==> src/design/mqg_pkg.sv <==
// shared types, register map and gray table for the mouse quadrature generator
package mqg_pkg;

    // field widths
    localparam int DELTA_W = 11;
    localparam int PEND_W  = 13;
    localparam int SCALE_W = 3;
    localparam int LIMIT_W = 12;
    localparam int LINES_W = 5;

    // register reset values
    localparam logic [SCALE_W-1:0] SCALE_RESET = 3'd2;
    localparam logic [LIMIT_W-1:0] LIMIT_RESET = 12'd640;

    // register map, selected by paddr[2]
    localparam logic REG_SCALE = 1'b0;
    localparam logic REG_LIMIT = 1'b1;

    // configuration values seen by the datapath
    typedef struct packed {
        logic [SCALE_W-1:0] scale;
        logic [LIMIT_W-1:0] limit;
    } t_cfg;

    // which way an axis moved on this tick
    typedef enum logic [1:0] {
        STEP_NONE = 2'd0,
        STEP_POS  = 2'd1,
        STEP_NEG  = 2'd2
    } t_step;

    // phase to A/B lines, sequence 0,1,3,2
    function automatic logic [1:0] gray_of(input logic [1:0] phase);
        logic [1:0] g;
        case (phase)
            2'd0:    g = 2'h0;
            2'd1:    g = 2'h1;
            2'd2:    g = 2'h3;
            default: g = 2'h2;
        endcase
        return g;
    endfunction

endpackage

==> src/design/mouse_quadrature_generator_unit.sv <==
// Mouse quadrature generator top level: tick input register, axis update and line output register.
// Takes one tick transfer per clock while the output side is not stalled. A tick passes through
// an input register and then, once the output side has room, updates both axes and the output
// register; a result transfer carrying the five lines is then offered from the output register,
// and only when the lines change (always for the first tick after reset). The axis update reads
// and writes the pending counts and phases in the same cycle. Registers: motion_scale at 0x0,
// pending_limit at 0x4; write them only while no tick is in flight.
module mouse_quadrature_generator_unit
    import mqg_pkg::*;
(
    input  logic        i_clk,
    input  logic        i_rst_n,
    // tick input
    input  logic        s_axis_tvalid,
    output logic        s_axis_tready,
    input  logic [23:0] s_axis_tdata,   // host_dx[10:0], host_dy[21:11], host_button[22], zero
    // line output
    output logic        m_axis_tvalid,
    input  logic        m_axis_tready,
    output logic [7:0]  m_axis_tdata,   // x_line_a, x_line_b, y_line_a, y_line_b, button_line, zero
    // configuration
    input  logic        psel,
    input  logic        penable,
    input  logic        pwrite,
    input  logic [2:0]  paddr,
    input  logic [31:0] pwdata,
    output logic [31:0] prdata,
    output logic        pready
);

    t_cfg                      w_cfg;

    logic                      r_in_valid;
    logic signed [DELTA_W-1:0] r_in_dx;
    logic signed [DELTA_W-1:0] r_in_dy;
    logic                      r_in_button;

    logic signed [PEND_W-1:0]  r_pend_x;
    logic signed [PEND_W-1:0]  r_pend_y;
    logic [1:0]                r_phase_x;
    logic [1:0]                r_phase_y;
    logic [LINES_W-1:0]        r_last;
    logic                      r_known;

    logic                      r_out_valid;
    logic [LINES_W-1:0]        r_out_lines;

    logic signed [PEND_W-1:0]  n_pend_x;
    logic signed [PEND_W-1:0]  n_pend_y;
    logic [1:0]                n_phase_x;
    logic [1:0]                n_phase_y;
    t_step                     w_step_x;
    t_step                     w_step_y;
    logic [LINES_W-1:0]        w_lines;
    logic                      w_emit;
    logic                      w_proc;
    logic                      w_in_fire;

    mqg_cfg u_cfg (
        .i_clk   (i_clk),
        .i_rst_n (i_rst_n),
        .psel    (psel),
        .penable (penable),
        .pwrite  (pwrite),
        .paddr   (paddr),
        .pwdata  (pwdata),
        .prdata  (prdata),
        .pready  (pready),
        .o_cfg   (w_cfg)
    );

    // handshake: the tick in the input register is processed when the output side has room
    assign w_proc        = r_in_valid & (~r_out_valid | m_axis_tready);
    assign s_axis_tready = ~r_in_valid | w_proc;
    assign w_in_fire     = s_axis_tvalid & s_axis_tready;

    // input register
    always_ff @(posedge i_clk) begin
        if (!i_rst_n) begin
            r_in_valid <= 1'b0;
        end else if (s_axis_tready) begin
            r_in_valid <= s_axis_tvalid;
        end
    end

    always_ff @(posedge i_clk) begin
        if (w_in_fire) begin
            r_in_dx     <= s_axis_tdata[10:0];
            r_in_dy     <= s_axis_tdata[21:11];
            r_in_button <= s_axis_tdata[22];
        end
    end

    mqg_axis u_axis_x (
        .i_pend  (r_pend_x),
        .i_delta (r_in_dx),
        .i_cfg   (w_cfg),
        .o_pend  (n_pend_x),
        .o_step  (w_step_x)
    );

    mqg_axis u_axis_y (
        .i_pend  (r_pend_y),
        .i_delta (r_in_dy),
        .i_cfg   (w_cfg),
        .o_pend  (n_pend_y),
        .o_step  (w_step_y)
    );

    // phase update: x counts down on positive motion, y counts up
    always_comb begin
        case (w_step_x)
            STEP_POS: n_phase_x = r_phase_x - 2'd1;
            STEP_NEG: n_phase_x = r_phase_x + 2'd1;
            default:  n_phase_x = r_phase_x;
        endcase
        case (w_step_y)
            STEP_POS: n_phase_y = r_phase_y + 2'd1;
            STEP_NEG: n_phase_y = r_phase_y - 2'd1;
            default:  n_phase_y = r_phase_y;
        endcase
    end

    // line pattern and change detect
    assign w_lines = {r_in_button, gray_of(n_phase_y), gray_of(n_phase_x)};
    assign w_emit  = ~r_known | (w_lines != r_last);

    // axis state
    always_ff @(posedge i_clk) begin
        if (!i_rst_n) begin
            r_pend_x  <= '0;
            r_pend_y  <= '0;
            r_phase_x <= '0;
            r_phase_y <= '0;
            r_last    <= '0;
            r_known   <= 1'b0;
        end else if (w_proc) begin
            r_pend_x  <= n_pend_x;
            r_pend_y  <= n_pend_y;
            r_phase_x <= n_phase_x;
            r_phase_y <= n_phase_y;
            r_known   <= 1'b1;
            if (w_emit) begin
                r_last <= w_lines;
            end
        end
    end

    // output register
    always_ff @(posedge i_clk) begin
        if (!i_rst_n) begin
            r_out_valid <= 1'b0;
        end else if (w_proc) begin
            r_out_valid <= w_emit;
        end else if (m_axis_tready) begin
            r_out_valid <= 1'b0;
        end
    end

    always_ff @(posedge i_clk) begin
        if (w_proc && w_emit) begin
            r_out_lines <= w_lines;
        end
    end

    assign m_axis_tvalid = r_out_valid;
    assign m_axis_tdata  = 8'(r_out_lines);

    // a stalled tick in the input register is never lost or overwritten
    a_in_hold: assert property (@(posedge i_clk) disable iff (!i_rst_n)
        r_in_valid && !w_proc |=> r_in_valid && $stable(r_in_dx) && $stable(r_in_dy))
        else $error("input register lost a stalled tick");

    // every emitted line pattern becomes the remembered pattern
    a_last_tracks: assert property (@(posedge i_clk) disable iff (!i_rst_n)
        w_proc && w_emit |=> r_last == r_out_lines && r_out_valid)
        else $error("last lines not updated with emitted result");

    // a processed tick with unchanged lines gives no result
    a_no_repeat: assert property (@(posedge i_clk) disable iff (!i_rst_n)
        w_proc && !w_emit |=> !r_out_valid)
        else $error("result given for unchanged lines");

    // x phase moves at most one step per tick
    a_phase_x_step: assert property (@(posedge i_clk) disable iff (!i_rst_n)
        w_proc |=> (r_phase_x == $past(r_phase_x))
                || (r_phase_x == 2'($past(r_phase_x) + 2'd1))
                || (r_phase_x == 2'($past(r_phase_x) - 2'd1)))
        else $error("x phase jumped by more than one step");

    // after any processed tick the first-result flag is set
    a_known: assert property (@(posedge i_clk) disable iff (!i_rst_n)
        w_proc |=> r_known)
        else $error("first-result flag not set after a tick");

endmodule

==> src/design/mqg_cfg.sv <==
// apb register file holding motion scale and pending limit
module mqg_cfg
    import mqg_pkg::*;
(
    input  logic        i_clk,
    input  logic        i_rst_n,
    input  logic        psel,
    input  logic        penable,
    input  logic        pwrite,
    input  logic [2:0]  paddr,
    input  logic [31:0] pwdata,
    output logic [31:0] prdata,
    output logic        pready,
    output t_cfg        o_cfg
);

    logic [SCALE_W-1:0] r_scale;
    logic [LIMIT_W-1:0] r_limit;
    logic               w_wr;
    logic               w_idx;

    assign pready = 1'b1;
    assign w_wr   = psel & penable & pwrite;
    assign w_idx  = paddr[2];

    // register writes
    always_ff @(posedge i_clk) begin
        if (!i_rst_n) begin
            r_scale <= SCALE_RESET;
            r_limit <= LIMIT_RESET;
        end else if (w_wr) begin
            unique case (w_idx)
                REG_SCALE: r_scale <= pwdata[SCALE_W-1:0];
                REG_LIMIT: r_limit <= pwdata[LIMIT_W-1:0];
                default:   r_scale <= r_scale;
            endcase
        end
    end

    // read mux
    always_comb begin
        unique case (w_idx)
            REG_SCALE: prdata = 32'(r_scale);
            REG_LIMIT: prdata = 32'(r_limit);
            default:   prdata = '0;
        endcase
    end

    assign o_cfg.scale = r_scale;
    assign o_cfg.limit = r_limit;

endmodule

==> src/design/mqg_axis.sv <==
// one axis: scale, accumulate, clamp and single unit step toward zero
module mqg_axis
    import mqg_pkg::*;
(
    input  logic signed [PEND_W-1:0]  i_pend,
    input  logic signed [DELTA_W-1:0] i_delta,
    input  t_cfg                      i_cfg,
    output logic signed [PEND_W-1:0]  o_pend,
    output t_step                     o_step
);

    logic signed [13:0]       w_scale;
    logic signed [13:0]       w_prod;
    logic signed [14:0]       w_sum;
    logic signed [14:0]       w_lim;
    logic signed [14:0]       w_clamp;
    logic signed [PEND_W-1:0] w_pend;

    // scaled delta, product fits 14 bits signed
    assign w_scale = signed'(14'({1'b0, i_cfg.scale}));
    assign w_prod  = 14'(i_delta) * w_scale;
    assign w_sum   = 15'(i_pend) + 15'(w_prod);
    assign w_lim   = signed'(15'({1'b0, i_cfg.limit}));

    // saturate to +/- limit
    always_comb begin
        if (w_sum > w_lim) begin
            w_clamp = w_lim;
        end else if (w_sum < -w_lim) begin
            w_clamp = -w_lim;
        end else begin
            w_clamp = w_sum;
        end
    end

    assign w_pend = w_clamp[PEND_W-1:0];

    // move one unit toward zero
    always_comb begin
        if (w_pend > 0) begin
            o_pend = w_pend - 13'sd1;
            o_step = STEP_POS;
        end else if (w_pend < 0) begin
            o_pend = w_pend + 13'sd1;
            o_step = STEP_NEG;
        end else begin
            o_pend = w_pend;
            o_step = STEP_NONE;
        end
    end

endmodule
==> config.mk <==
export PLATFORM = sky130hd
export DESIGN_NAME = mouse_quadrature_generator_unit
export DESIGN_NICKNAME = d
export VERILOG_FILES = /design/src/design/mqg_pkg.sv /design/src/design/mouse_quadrature_generator_unit.sv /design/src/design/mqg_cfg.sv /design/src/design/mqg_axis.sv
export SDC_FILE = /design/constraint.sdc
export NUM_CORES = 1
export LEC_CHECK = 0
export BUFFER_PORTS_ARGS = -buffer_cell sky130_fd_sc_hd__buf_2
export CAP_MARGIN = 0
export CORE_ASPECT_RATIO = 0.5
export CORE_MARGIN = 2
export CORE_UTILIZATION = 30
export DETAILED_ROUTE_END_ITERATION = 8
export HOLD_SLACK_MARGIN = 0.08
export PLACE_DENSITY = 0.47
export RECOVER_POWER = 50
export SETUP_SLACK_MARGIN = 0.1
export SLEW_MARGIN = 10
export SYNTH_ARGS = -nofsm -noshare
export SYNTH_HDL_FRONTEND = slang
export SYNTH_SLANG_ARGS = --single-unit
export TNS_END_PERCENT = 10
==> constraint.sdc <==
create_clock -name i_clk -period 26.3 [get_ports i_clk]
set_input_delay 6.575 -clock i_clk [delete_from_list [all_inputs] [get_ports i_clk]]
set_output_delay 6.575 -clock i_clk [all_outputs]
set_load 0.03 [all_outputs]
After elaboration in Yosys (flattened, before gate mapping)
Index checks and enable logic that the tools add are counted.
W data, S select, Z words.

word-level totals
  flip-flop bits (word level) = 81
  output and inout port bits = 43
  word-level logic and storage cells = 81
  bits of input ports = 66

cells by class
  multiplexer cells = 19
  bitwise operators = 11
  reductions and logical operators = 7
  equal/unequal tests = 9
  $add $sub $neg = 11
  magnitude comparators = 8
  multiply operators = 2

operator list
  kind                     count
  $mux W13                 8
  $pmux W32 S2             1
  $add A13 B14 Y15         2
  $gt A15 B13 Y1           2
  $lt A15 B15 Y1           2
  $mul A11 B4 Y14          2
  $add A13 B2 Y13 const B  2
  $gt A13 B1 Y1 const B    2
  $lt A13 B1 Y1 const B    2
  $sub A13 B2 Y13 const B  2
  $neg A12 Y15             1
  $pmux W2 S3              2
  $eq A2 B1 Y1 const B     4
  $eq A2 B2 Y1 const B     4
  $mux W2                  4
  $pmux W2 S2              2
  $reduce_and A2 Y1        3
  $ne A5 B5 Y1             1
  $add A2 B1 Y2 const B    2
  $and A1 B1 Y1            4
  $logic_not A2 Y1         2
  $not A1 Y1               4
  $sub A2 B1 Y2 const B    2
  $or A1 B1 Y1             3
  other kinds (3)          4

Depth between registers and ports, before layout
  word-level depth = 15
  depth in mapped cells = 48
  gate-level depth less buffers = 45

Modules after synthesis
Synthesis repeated with hierarchy kept, for this count alone.

unflattened totals
  cells, all modules = 1269
  area total of the unflattened synthesis = 10518.8 µm²

by module, submodules not included
  module                           cells each  sequential area each (µm²)  instances  area an instance (µm²)
  mqg_axis at u_axis_y             469         0.0                         1          3548.4
  mqg_axis at u_axis_x             477         0.0                         1          3540.9
  mouse_quadrature_generator_unit  222         1601.5                      1          2534.9
  mqg_cfg                          101         300.3                       1          894.6

Least setup slack after synthesis
No wires, ideal clock.

  kind = input -> output
  start point = input paddr[2]
  end point = output prdata[2]
  arrival time = 7204 ps
  path slack = 12521 ps
  stages = 2
  data required time = 19725 ps
  cell sequence = clkbuf_1 > mux2_2

between the ends
  longest elaborated chain between the ends = 2

ends and longest elaborated chain
  element          line                                   RTL
  start, declared  mouse_quadrature_generator_unit.sv:25  input logic [2:0] paddr,
  $not A1 Y1       mqg_cfg.sv:42                          unique case (w_idx)
  $pmux W32 S2 *   mqg_cfg.sv:42
  end, declared    mouse_quadrature_generator_unit.sv:27  output logic [31:0] prdata,

Every way passes the cells marked *; elsewhere a longest branch is shown, timed or not. The select of a mux whose other input is x is not followed.

Final worst setup path
  start point = input paddr[2]
  end point = output prdata[0]

Same word-level chain as after synthesis.

==> flow_summary.ini <==
[cells_and_area]
final_core_util = 0.334
drive_gt1_frac = 0.0839
area.growth.synth_to_final_pct = 10.3
multiInputGateArea_um2 = 7620
nFillCells = 3671
regArea_um2 = 1900
fin_nets = 1616

[timing]
setup_viol = 0
tightestPinTransition_ns = 1.66
hold_viol = 0
tns_ns = 0
clock.fmax_mhz = 70.0
rsz0062_at_grt = no
slew_viol_final = 32
finalCriticalPeriod_ns = 14.29
max_slew_margin = -0.110
finClkSkew_ns = 0.0102
timing.final.crit_share = 0.543

[worst_setup_path]
slowest_stage = clkbuf_1
cp_data_required_time_ns = 19.72
crit_arrival_ns = 7.71
critical_path_class = in2out
cp_max_fo = 15
cp-start-kind = input port
critPathCaptureType = primary output
cp_slowest_stage_delay_ns = 0.55
crit_chain = clkbuf_1 -> mux2_2 -> buf_2

[synthesis]
synth-edff-count = 28
synth_area_per_cell_um2 = 7.71
yosysMostFrequentCell = inv_1
synth_top_area_share = 0.165
synthTopCellsByCount = 146 x inv_1, 137 x ha_1, 125 x nand2_1
postSynthCellCount = 1346
yosysWarnings = 0
synth_area_leader_cell = ha_1
synth_flop_cell = dfxtp_1
async_flop_share = 0
synth.distinct_cells = 77
ys_seq_area_frac = 0.183
syn_area_um2 = 10400
ys_seq_elements = 81
synth_top_cells_by_area = ha_1 17%, dfxtp_1 10%, edfxtp_1 8.1%

[die]
io_pins = 109
rows = 48
start_util = 0.303
die_w_um = 267
fp.dieH_um = 136
core_um2 = 34300
dieArea_um2 = 36200

[global_routing]
grt_pass1_vias = 9370
antenna_found_initial = 0
grtUsageTotal = 0.197
grt_util_met1 = 0.293
busiest_layer = met1
grt_max_degree = 38
grtUsageMet3 = 0.0478
overflow = 0
grt_pass1_wl_mm = 54.6
met2_usage = 0.284

[place]
dp_hpwl_mm = 28.1
place.gp.congestion = 0.940
io_buffers = 61

[detailed_routing]
via_count = 9818
drtIter0Drc = 807
routed_via_density = 5.25
routed_wl_mm = 35.2
drc = 0
wl_per_cell_um = 18.8
ant_nets = 0
drtPass1Iterations = 5

[cts]
cts.sinks = 81
cts_max_level = 3
cts_tree = yes
clock_latency_ns = 0.36
post-cts-setup-buffers = 0
clock_path_buffers = 2
cts_resized = 0
cts_buffers = 9
cts_hold_buf = 0
cts-root-buf = clkbuf_16
clk_pin_slew_ns = 0.07

[power_and_ir_drop]
p_leak_uw = 0.00513
peakVddDrop_mv = 0.0335
p_per_area_nw_per_um2 = 68.1

[outcome]
violations = max-capacitance violations, max-slew violations
status = complete, but fails checks

[run]
maxCapViolCount = 1

[worst_hold_path]
hp-class = reg2reg
cell type report:
class,instances,area share
repair buffers,85,0.0412
clock buffers,9,0.0197
well taps,475,0.0519
inverters,147,0.0482
multi-input cells,1065,0.666
flip-flops and latches,81,0.166
diodes,1,0.000219
clock inverters,7,0.00667
cell usage in the layout, fill, tap and decap left out, drive strengths merged, types with 17 or more instances in the layout:
cell    instances
nand2         125
xnor2          60
nand4          20
dfxtp          53
edfxtp         28
clkbuf         18
nor3           28
buf            76
conb           24
inv           149
xor2           17
o211ai         18
ha            137
nand3          41
mux2i          20
o21ai          73
nor2           87
a21oi         102
fa             24
and2           65
power breakdown:
group	internal (uW)	leakage, uW	switching [uW]
combinational	175	0.00428	317
sequential	145	0.000705	10.3
clock	74.3	0.000144	58.8
sequential cells by signal, indices dropped and copies added, names as in the netlist, 2 cells and up:
name	cells
r_in_dx	11
u_cfg.r_scale	3
r_pend_y	13
r_in_dy	11
u_cfg.r_limit	12
r_last	5
r_pend_x	13
r_out_lines	5
r_phase_y	2
r_phase_x	2
metrics by stage:
step | cell area, um^2 | power [uW] | setup slack (ns) | instances | hold WS, ns
2_1_floorplan | 10500 | 496 | 12.52 | 1368 | 0.438
3_3_place_gp | 11200 | 628 | 12.34 | 1853 | 0.447
3_5_place_dp | 11200 | 635 | 12.33 | 1853 | 0.462
4_1_cts | 11500 | 774 | 12.33 | 1869 | 0.475
5_1_grt | 11400 | 838 | 11.95 | 1869 | 0.505
6_report | 11400 | 780 | 12.01 | 1870 | 0.465
cells by family after synthesis:
family,synth area share
AO/OA/AOI/OAI,0.206
XOR/XNOR,0.0650
adder cells (fa/ha/maj),0.211
buffers and inverters,0.0908
flip-flops,0.183
multiplexers,0.0291
other,0.000724
AND/OR/NAND/NOR,0.214
path summary, 6_finish.rpt:
check	startpoint	endpoint	slack, ns	depth (start not counted)
min	r_pend_x[6]$_SDFFE_PN0P_	r_pend_x[6]$_SDFFE_PN0P_	0.47	2
max	paddr[2]	prdata[0]	12.01	3
min reg2reg	r_pend_x[6]$_SDFFE_PN0P_	r_pend_x[6]$_SDFFE_PN0P_	0.47	2
max reg2reg	u_cfg.r_scale[1]$_SDFFE_PN1P_	r_out_lines[0]$_DFFE_PP_	15.58	40
layer usage:
metal,vias to the layer above,part of all wire
met5,-,0
met4,0,0.014
met3,32,0.072
met2,316,0.40
met1,4680,0.52
li1,4790,-
worst max-delay path, delay by kind of cell:
family	cells	cell delay (ns)
multiplexers	1	0.41
buffers and inverters	2	0.73
Note: power is estimated with default switching activity, not from simulation.
